==> config.mk <==
export PLATFORM = sky130hd
export DESIGN_NAME = stcl_scan
export DESIGN_NICKNAME = d
export VERILOG_FILES = /design/src/sv/stcl_pkg.sv /design/src/sv/stcl_scan.sv
export SDC_FILE = /design/constraint.sdc
export NUM_CORES = 1
export LEC_CHECK = 0
export BUFFER_PORTS_ARGS = -buffer_cell sky130_fd_sc_hd__buf_2
export CAP_MARGIN = 5
export CORE_AREA = 10 10 271 273
export CTS_BUF_LIST = sky130_fd_sc_hd__clkbuf_4 sky130_fd_sc_hd__clkbuf_8
export DETAILED_ROUTE_END_ITERATION = 12
export DIE_AREA = 0 0 281 283
export PLACE_DENSITY = 0.36
export SLEW_MARGIN = 20
export SYNTH_ARGS = -nofsm -noshare
export SYNTH_HDL_FRONTEND = slang
export SYNTH_SLANG_ARGS = --single-unit
==> constraint.sdc <==
create_clock -name i_clk -period 5.4 [get_ports i_clk]
set_input_delay 1.62 -clock i_clk [delete_from_list [all_inputs] [get_ports i_clk]]
set_output_delay 1.62 -clock i_clk [all_outputs]
set_load 0.02 [all_outputs]
==> src/sv/stcl_pkg.sv <==
// Shared types and constants for the sorted topic count list block.
// No dependencies; every other file but stcl_row_mem.sv uses it.
`default_nettype none

package stcl_pkg;

    // Fixed widths of the request and result fields
    localparam int FUNC_W     = 2;
    localparam int WORD_W     = 10;
    localparam int TOPIC_W    = 5;
    localparam int SLOT_W     = 5;
    localparam int CNT_OUT_W  = 16;
    localparam int STATUS_W   = 2;

    // Configuration port
    localparam int                TIU_W     = 6;
    localparam logic [TIU_W-1:0]  TIU_RESET = 6'd32;
    localparam int                PADDR_W   = 3;
    localparam int                PDATA_W   = 32;
    localparam logic              REG_TIU   = 1'b0;   // word index of topics_in_use

    typedef enum logic [FUNC_W-1:0] {
        FN_INC  = 2'd0,
        FN_DEC  = 2'd1,
        FN_READ = 2'd2,
        FN_NONE = 2'd3
    } t_func;

    typedef enum logic [STATUS_W-1:0] {
        STAT_OK     = 2'd0,
        STAT_ABSENT = 2'd1,
        STAT_RANGE  = 2'd2,
        STAT_SAT    = 2'd3
    } t_status;

    typedef enum logic [2:0] {
        S_CLEAR,
        S_IDLE,
        S_SCAN,
        S_WRITE
    } t_state;

    typedef struct packed {
        logic [CNT_OUT_W-1:0] count_out;
        logic [TOPIC_W-1:0]   topic_out;
        logic [SLOT_W-1:0]    slot_out;
        t_status              status;
    } t_result;

    // Outcome of the row scan, handed to the update stage
    typedef struct packed {
        logic found;   // topic present in the live part of the list
        logic full;    // no live-end slot: every slot is live and none matches
        logic sat;     // found entry already at the largest count
    } t_scan_ctl;

endpackage

`default_nettype wire

==> src/sv/stcl_scan.sv <==
// Scan stage: finds the topic or the end of the live list in a row, registers the result.
// Depends on stcl_pkg.
`default_nettype none

module stcl_scan #(
    parameter int TOPICS     = 32,
    parameter int TOPIC_BITS = 5,
    parameter int COUNT_BITS = 16
) (
    input  wire logic                                      i_clk,
    input  wire logic                                      i_en,
    input  wire logic [TOPICS-1:0][COUNT_BITS+TOPIC_BITS-1:0] i_row,
    input  wire logic [stcl_pkg::TOPIC_W-1:0]              i_topic,
    output logic      [$clog2(TOPICS)-1:0]                 o_pos,
    output logic      [COUNT_BITS+TOPIC_BITS-1:0]          o_val,
    output stcl_pkg::t_scan_ctl                            o_ctl
);
    import stcl_pkg::*;

    localparam int SW = $clog2(TOPICS);
    localparam int VW = COUNT_BITS + TOPIC_BITS;

    logic [TOPICS-1:0] live;
    logic [TOPICS-1:0] hit;
    logic [SW-1:0]     pos_c;
    logic              found_c;
    logic              full_c;
    logic [VW-1:0]     val_c;

    logic [SW-1:0]     r_pos;
    logic [VW-1:0]     r_val;
    t_scan_ctl         r_ctl;

    always_comb begin
        for (int j = 0; j < TOPICS; j++) begin
            live[j] = |i_row[j][VW-1:TOPIC_BITS];
            hit[j]  = !live[j] || (i_row[j][TOPIC_BITS-1:0] == TOPIC_BITS'(i_topic));
        end
    end

    // lowest hit wins: a dead slot ends the list before any later match
    always_comb begin
        pos_c   = '0;
        found_c = 1'b0;
        full_c  = 1'b1;
        for (int j = TOPICS - 1; j >= 0; j--) begin
            if (hit[j]) begin
                pos_c   = SW'(j);
                found_c = live[j];
                full_c  = 1'b0;
            end
        end
        val_c = i_row[pos_c];
    end

    always_ff @(posedge i_clk) begin
        if (i_en) begin
            r_pos     <= pos_c;
            r_val     <= val_c;
            r_ctl.found <= found_c;
            r_ctl.full  <= full_c;
            r_ctl.sat   <= &val_c[VW-1:TOPIC_BITS];
        end
    end

    assign o_pos = r_pos;
    assign o_val = r_val;
    assign o_ctl = r_ctl;

endmodule

`default_nettype wire

# Yosys cells after proc, flatten, opt, wreduce, memory -nomap -nowiden
# Index checks and enable logic that the tools add are counted.
# word_totals
word_cells	203
in_bits	679
ff_bits	29
# classes
order_cmp	1
eq_ne	32
mux	67
reduce_logical	98
# ops
op	n
OR reduction 16 bit	32
equality test 5 bit	32
2-to-1 mux 5 bit	32
binary-select mux 21 bit (select 5 bit)	1
2-to-1 mux 1 bit	33
logical NOT 1 bit	32
logical OR 1 bit	32
OR reduction 31 bit	1
2-to-1 mux 21 bit	1
AND reduction 16 bit	1
< comparator 5 x 6 -> 1 bit, second input constant	1

# Depth between registers and ports, before layout
# Gate-level depths: netlist of the first run.
# logic_depth
ltp_word	38
mapped_depth	21
ltp_nobuf	15

# Least setup slack after synthesis of the first run
# No wires, ideal clock.
# synth_timing
path_type	in2reg
startpoint	in i_topic[1] (netlist name)
endpoint	reg r_ctl, in the netlist o_ctl[0], data pin
setup_slack_ps	415
cell_stages	16
arrival_ps	4730
path_cell_list	buf_2 -> buf_4 -> xor2_1 -> o41ai_1 -> and4b_1 -> nand2b_1 -> a211oi_1 -> o21ba_2 -> buf_2 -> mux4_2 -> o2bb2ai_1 -> nor4_1 -> nand4_1 -> nand4_1 -> nor2_1 -> and3_1
# synth_between
elab_chain_len	37
# synth_lines
item	line_no	text
from (decl)	stcl_scan.sv:13	input wire logic [stcl_pkg::TOPIC_W-1:0] i_topic,
equality test 5 bit	stcl_scan.sv:37	hit[j] = !live[j] || (i_row[j][TOPIC_BITS-1:0] == TOPIC_BITS'(i_topic));
logical OR 1 bit	stcl_scan.sv:37	
2-to-1 mux 5 bit (31 in a row)	stcl_scan.sv:47	if (hit[j]) begin
2-to-1 mux 5 bit *	stcl_scan.sv:47	
binary-select mux 21 bit (select 5 bit) *	stcl_scan.sv:53	val_c = i_row[pos_c];
2-to-1 mux 21 bit (not written as such) *	stcl_scan.sv:53	
via val_c[16]	stcl_scan.sv:28	logic [VW-1:0] val_c;
AND reduction 16 bit *	stcl_scan.sv:62	r_ctl.sat <= &val_c[VW-1:TOPIC_BITS];
to (decl)	stcl_scan.sv:32	t_scan_ctl r_ctl;
# Mark *: on every way through the listed nets, which the timed path passes. The rest lies on a longest branch. The select of a mux whose other input is x is not followed.
# A chain may end at the register's enable or synchronous reset.

# Worst setup path in the final report of the first run
# layout_timing
startpoint	in i_row[386] (netlist name)
endpoint	reg r_ctl, in the netlist o_ctl[0], data pin
# layout_between
elab_chain_len	25
# layout_lines
item	line_no	text
from (decl)	stcl_scan.sv:12	input wire logic [TOPICS-1:0][COUNT_BITS+TOPIC_BITS-1:0] i_row,
OR reduction 16 bit	stcl_scan.sv:36	live[j] = |i_row[j][VW-1:TOPIC_BITS];
logical NOT 1 bit	stcl_scan.sv:37	
logical OR 1 bit	stcl_scan.sv:37	
2-to-1 mux 5 bit (19 in a row)	stcl_scan.sv:47	
binary-select mux 21 bit (select 5 bit) *	stcl_scan.sv:53	
2-to-1 mux 21 bit (not written as such) *	stcl_scan.sv:53	
via val_c[8]	stcl_scan.sv:28	
AND reduction 16 bit *	stcl_scan.sv:62	
# Marked as above.

==> run metrics, run 1 <==
status=complete, but fails checks; failing checks=setup timing; IO Count=about 710; Cell variety after synth=87; Routed WL per cell=30.3 um; HP Class=in2reg; antenna viol nets, final=0; Clock H-tree levels=2; Seq pwr share=6.3%; crit path setup slack, layout=-0.253 ns; DRT iter0 DRCs=roughly 1,200; Post-Synthesis Net Count=about 2,200; Worst Path Buf+Inv=8; chip height=283 um; vias in the first global route=between 20,000 and 25,000; final setup violation count=12; global-route wire length before repair=156,000 um; GRT Overall Usage=between 20% and 30%; final net count=3,693; hpwl dp=102,000 um; Mapped Avg Cell Area=7.08 sq um; switch share=48.6%; Int Pwr=roughly 3500 uW; CP max stage delay=0.46 ns; Max Cap Viol=0; post-route minimum period=between 5 and 6 ns; crit start category=input port; worst-margin pin slew=0.791 ns; most frequent cells in the layout=752 x buf_4, 702 x buf_2, 294 x nand2_1, 143 x mux2i_1, 108 x nor4_1; number of flops mapped to enable cells by yosys=29; CTS buffer count=5; LEAKAGE=between 0.01 and 0.015 uW; Core Area=roughly 0.07 sq mm; Final Max Slew Viols=0; maximum VDD drop=roughly 0.15 mV; ys flop type=edfxtp_1; Final Hold Viols=0; Final Wtd Congestion=roughly 0.95; element type at the critical path end=register; switching power=roughly 3300 uW; WL final=between 100,000 and 150,000 um; fin crit share=105%; DR vias/cell=just under 5; final cell count without fillers=3,907; layout cell share with drive strength beyond 1=60.4%; Setup Crit Path Kind=in2reg; # rows=96; Yosys warning count=0; total power draw=~6800 uW; Clock Pin Slew Worst Setup and Hold Paths=about 0.09 ns; Arrival @ worst endpoint=5.71 ns; Synth async-reset ratio=0%; CTS root buf=clkbuf_8; #FFs+latches synth=29; first-pass detailed-route iteration total=6; Crit path max-delay family=buffers and inverters; post-synthesis sequential area ratio=about 8%; Worst Path Required=around 5.5 ns; CP max stage cell=nand4_1; Slew headroom=between 40% and 50%; Max clock buf depth=2; grt total ovfl=0; most common cell after layout, fill and taps aside=buf_4; mapped cell area=~0.011 sq mm; Combinational Power Share=89.3%; PwrDens=around 280 mW/mm^2; CP Cell Sequence=buf_8, nor4_4, nand4_1, buf_4, a31oi_1, buf_4, o2111a_1, o211ai_1, buf_4, a31oi_4, buf_12, clkbuf_16, mux2i_1, buf_4, mux2i_1, a2111oi_2, buf_4, nand3_1, nand3_1, nor2_1, and3_1; die footprint=~0.080 sq mm; die width=~280 um; fin util=~36%; FMAX=around 180 MHz; clock share of power=roughly 4.4%; crit path max fanout=8; initial antenna violation count=33; RSZ-0062 raised after global routing=true; vias after detailed routing=about 19,000; largest net degree at the start of global routing=54; port bufs=707; drc violations=0; initial core utilization=between 10% and 20%; largest area contributor in the netlist=mux2i_1; CP dominant cell by count=buf_4; CTS tree=done; placed cells=approximately 3,800; clock sink count=29; area share of the largest cell type after synthesis=16.5%; top post-synthesis cells by area=mux2i_1 16%, nand2_1 11%, nor4_1 8.7%, edfxtp_1 7.9%, xnor2_1 6.8%; synthesis-to-layout area growth=119%; Syn Inst Count=between 1,500 and 2,000
## what timing repair did
| action | 4_1_cts | 5_1_grt |
|---|---|---|
| gates resized for setup | 176 | 213 |
| hold buffers | 0 | 0 |
| pin swaps | 38 | 68 |
| gates cloned | 10 | 16 |
| setup endpoints to repair | 22 | 22 |
| setup buffers | 21 | 38 |
## per-layer routing
metal / share of wire [%] / global-route usage [%]
met1: 40 / 31.5
met2: 52 / 51.9
met3: 5.9 / 4.44
met4: 2.6 / 4.96
met5: 0.15 / 0
## final cells by class
class / count / area (sq um)
inverters: 5 / 50.0
repair inverters: 2 / 41.3
multi-input cells: 1418 / 10900
repair buffers: 1553 / 11100
fillers: 7349 / 43900
clock buffers: 5 / 68.8
clock inverters: 3 / 65.1
well taps: 882 / 1100
flip-flops and latches: 29 / 871
diodes: 10 / 25.0
## worst paths after layout
kind | startpoint | end | slack, ns | cells past startpoint
setup / recovery | i_row[386] | o_ctl[0]$_DFFE_PP_ | -0.25 | 21
hold / removal | i_row[69] | o_val[6]$_DFFE_PP_ | 1.89 | 5
## flip-flops by register name (all words and copies together) (netlist names)
signal,flops
o_ctl,3
o_pos,5
o_val,21
## worst min-delay path, cell delays in order
cell and delay (ns):
buf_2 0.10, nand2_1 0.05, a21oi_1 0.14, nor4_1 0.06
nand4_1 0.11
## power groups by stage
| stage | logic (uW) | registers (uW) | clock network (uW) |
|---|---|---|---|
| finish | 6040 | 425 | 297 |
| global route | 6290 | 430 | 312 |
| CTS | 5220 | 424 | 302 |
| detailed placement | 4620 | 427 | 0 |
| global placement | 4610 | 429 | 0 |
| floorplan | 2050 | 522 | 0 |
## synthesized netlist by cell type, drive strengths merged, types with 4 or more instances
| cell type | instances |
|---|---|
| o41ai | 4 |
| xnor2 | 86 |
| nor4 | 154 |
| a32oi | 5 |
| buf | 96 |
| a31oi | 9 |
| mux4 | 12 |
| clkbuf | 15 |
| a21boi | 10 |
| a311o | 6 |
| or4 | 6 |
| and2 | 15 |
| o22ai | 33 |
| mux2i | 182 |
| o211ai | 21 |
| a2111oi | 8 |
| or3 | 4 |
| a311oi | 9 |
| xor2 | 74 |
| a211o | 4 |
| a31o | 4 |
| mux2 | 14 |
| a211oi | 27 |
| nand4 | 42 |
| and4 | 9 |
| o31ai | 16 |
| nor3 | 31 |
| nand3 | 50 |
| edfxtp | 29 |
| nand2b | 12 |
| nor2 | 73 |
| o211a | 5 |
| nand2 | 323 |
| a21oi | 93 |
| o311ai | 6 |
| inv | 5 |
| o21ai | 23 |
## per-stage QoR
stage / TNS (ns) / hold WS, ns / cell area [sq um] / setup WS [ns]
4_1_cts: -0.449 / 1.87 / 22600 / -0.213
2_1_floorplan: 0 / 1.73 / 11100 / 0.415
6_report: -0.871 / 1.89 / 24200 / -0.253
5_1_grt: -1.55 / 1.92 / 24200 / -0.302
3_3_place_gp: -20.95 / 2.08 / 21100 / -1.67
3_5_place_dp: -20.90 / 2.08 / 21200 / -1.49
## logic make-up (layout without fill, tap and decap cells)
kind of cell | Yosys count | count (layout) | synth area share [%]
and+or+nand+nor | 738 | 738 | 32.9
AOI/OAI and AO/OA | 312 | 312 | 19.3
xor gates and xnor gates | 160 | 160 | 12.7
DFF | 29 | 29 | 7.87
muxes | 208 | 208 | 20.3
buffers and inverters | 116 | 1568 | 6.91
other | 0 | 10 | 0
No activity file was read; power rests on OpenSTA's default activity.
==> run 2, diff against run 1 <==
Clock period 5.4 ns to 6.1 ns, I/O delays scaled along.
==> run 2 against run 1 <==
The flow now finishes without violations. Non-clock buffer count decreased by 515. Wire length decreased by 7.6%. Global-route usage is 1.4 points lower. Clock-buffer cell count did not move. Sequential share of layout area increased by 1.2 points. Worst setup slack improved by 0.40 ns. Hold slack improved by 0.24 ns. Sequential power decreased by 13%. Utilization shrank 8.7 points. Clock power fell by 40%. Critical path type unchanged. Critical endpoint unchanged. Largest cell class is now multi-input combinational cells.
==> run metrics, run 2 (same netlist as run 1, synthesis figures left out) <==
final setup violation count=0 (was 12); first-pass detailed-route iteration total=7 (was 6); uppermost layer routed=met5 (unchanged); initial core utilization=16.2% (unchanged); chip height=283 um (unchanged); metal3 WL=7240 um (was 6920 um); Final Hold Viols=0 (unchanged); post-route minimum period=approximately 6.0 ns; Worst Path Required=6.28 ns (was 5.46 ns); drc violations=0 (unchanged); fin crit share=97.6%; die width=281 um (unchanged); WL final=109,000 um (was 118,000 um); area of all placed cells without fillers=0.0183 sq mm (was 0.0242 sq mm); layout cell share with drive strength beyond 1=45.0% (was 60.4%); CTS buffer count=5 (unchanged); global-route wire length before repair=147,000 um (was 156,000 um); worst-margin pin slew=0.876 ns (was 0.791 ns); vias in the first global route=18,200 (was 20,200); final net count=3,176 (was 3,693); synthesis-to-layout area growth=65.8% (was 119%); port bufs=707 (unchanged); initial antenna violation count=38 (was 33); fillcell total=7,664 (was 7,349); DRT iter0 DRCs=1,291 (was 1,197); Max clock buf depth=2 (unchanged); Final Wtd Congestion=0.950 (was 0.955); most common cell after layout, fill and taps aside=buf_2 (was buf_4); Core Area=0.0681 sq mm (unchanged); max FFs per register=21 (unchanged); crit path max fanout=10 (was 8); HP Class=in2reg (unchanged); CP max stage delay=0.56 ns (was 0.46 ns); clock sink count=29 (unchanged); PwrDens=245 mW/mm^2 (was 279 mW/mm^2); Clock H-tree levels=2 (unchanged); CP Cell Sequence=buf_2, buf_12, buf_4, xor2_1, o41ai_1, or4_1, nor3_1, a211oi_1, o21ba_2, buf_12, or4b_1, buf_4, a21oi_1, nor4_2, buf_4, nand4_1, nand4_1, nor2_1, and3_1 (was buf_8, nor4_4, nand4_1, buf_4, a31oi_1, buf_4, o2111a_1, o211ai_1, buf_4, a31oi_4, buf_12, clkbuf_16, mux2i_1, buf_4, mux2i_1, a2111oi_2, buf_4, nand3_1, nand3_1, nor2_1, and3_1); FMAX=roughly 170 MHz; status=completed (was complete, but fails checks); met2 wire length=56,300 um (was 61,100 um); largest net degree at the start of global routing=48 (was 54); DR vias/cell=5.03 (was 4.92); antenna viol nets, final=0 (unchanged); vias after detailed routing=17,100 (was 19,200); hpwl dp=99,100 um (was 102,000 um); most frequent cells in the layout=707 x buf_2, 323 x nand2_1, 290 x buf_4, 179 x mux2i_1, 135 x nor4_1 (was 752 x buf_4, 702 x buf_2, 294 x nand2_1, 143 x mux2i_1, 108 x nor4_1); # rows=96 (unchanged); LEAKAGE=0.00847 uW (was 0.0115 uW); maximum VDD drop=0.0847 mV (was 0.154 mV); Arrival @ worst endpoint=6.14 ns (was 5.71 ns); die footprint=0.0795 sq mm (unchanged); CP max stage cell=or4_1 (was nand4_1); grt total ovfl=0 (unchanged); CTS root buf=clkbuf_8 (unchanged); RSZ-0062 raised after global routing=false (was true); CP dominant cell by count=buf_4 (unchanged); Clock Pin Slew Worst Setup and Hold Paths=0.09 ns (about the same); M1 wire length=43,200 um (was 47,100 um); IO Count=708 (unchanged); CTS tree=done (unchanged); Max Cap Viol=0 (unchanged); element type at the critical path end=register (unchanged); Slew headroom=41.1% (was 47.3%); fin util=26.9% (was 35.6%); area post-placement=0.0179 sq mm (was 0.0212 sq mm); Setup Crit Path Kind=in2reg (unchanged); Routed WL per cell=32.2 um (was 30.3 um); crit start category=input port (unchanged); Final Max Slew Viols=0 (unchanged); GRT Overall Usage=26.0% (was 27.3%)
==> run 2: changes by cell type in the layout (fill, tap and decap cells not counted), sizes merged <==
cell,change
bufinv,-2
clkinvlp,+1
clkinv,-1
diode,+2
clkbuf,-14
bufbuf,-3
buf,-498
==> run 2: final cells by class <==
| class | instances | area, sq um | area share (%) |
|---|---|---|---|
| multi-input combinational | 1418 | 9710 | 52.9 |
| clock inverter | 3 | 17.5 | 0.0955 |
| tap | 882 | 1100 | 6.01 |
| sequential | 29 | 871 | 4.75 |
| antenna | 12 | 30.0 | 0.164 |
| inverter | 5 | 28.8 | 0.157 |
| timing repair buffer | 1038 | 6520 | 35.5 |
| clock buffer | 5 | 68.8 | 0.375 |
==> run 2: worst paths after layout <==
kind                  cells after the start                 end        from  slack, ns
worst min-delay path                      5  o_val[6]$_DFFE_PP_   i_row[48]       2.13
worst max-delay path                     19  o_ctl[0]$_DFFE_PP_  i_topic[4]       0.15
==> run 2: power breakdown <==
group | internal, uW | switching, uW
Combinational | 1680 | 2260
Sequential | 338 | 32.7
Clock | 79.0 | 98.2
==> run 2: worst max-delay path: cells and delay by family <==
family                    cells  cell delay (ns)
and+or+nand+nor               8             1.92
AOI/OAI and AO/OA             4             1.09
buffers and inverters         6             0.94
xor gates and xnor gates      1             0.32
==> run 2: what timing repair did <==
action | CTS | global route
gates cloned | 1 | 0
hold buffers | 0 | 0
setup endpoints to repair | 13 | 2
resized for setup | 18 | 24
buffers inserted | 1 | 0
pin swaps | 2 | 4
==> run 2: through the flow <==
stage / cells / setup slack [ns] / setup TNS (ns) / total power, uW / hold WS [ns]
CTS: 3380 / 0.0438 / 0 / 4490 / 2.12
finish: 3392 / 0.145 / 0 / 4490 / 2.13
floorplan: 1563 / 0.905 / 0 / 2280 / 1.94
global route: 3385 / 0.00341 / 0 / 4740 / 2.18
detailed placement: 3370 / -0.764 / -7.71 / 4250 / 2.29
global placement: 3370 / -0.982 / -8.19 / 4260 / 2.29
==> run 2: routing by layer <==
metal / global-route usage, % / vias up
met1: 29.8 / 8392
met3: 5.01 / 116
met2: 49.0 / 693
met5: 0 / -
met4: 4.38 / 30
li1: - / 7837
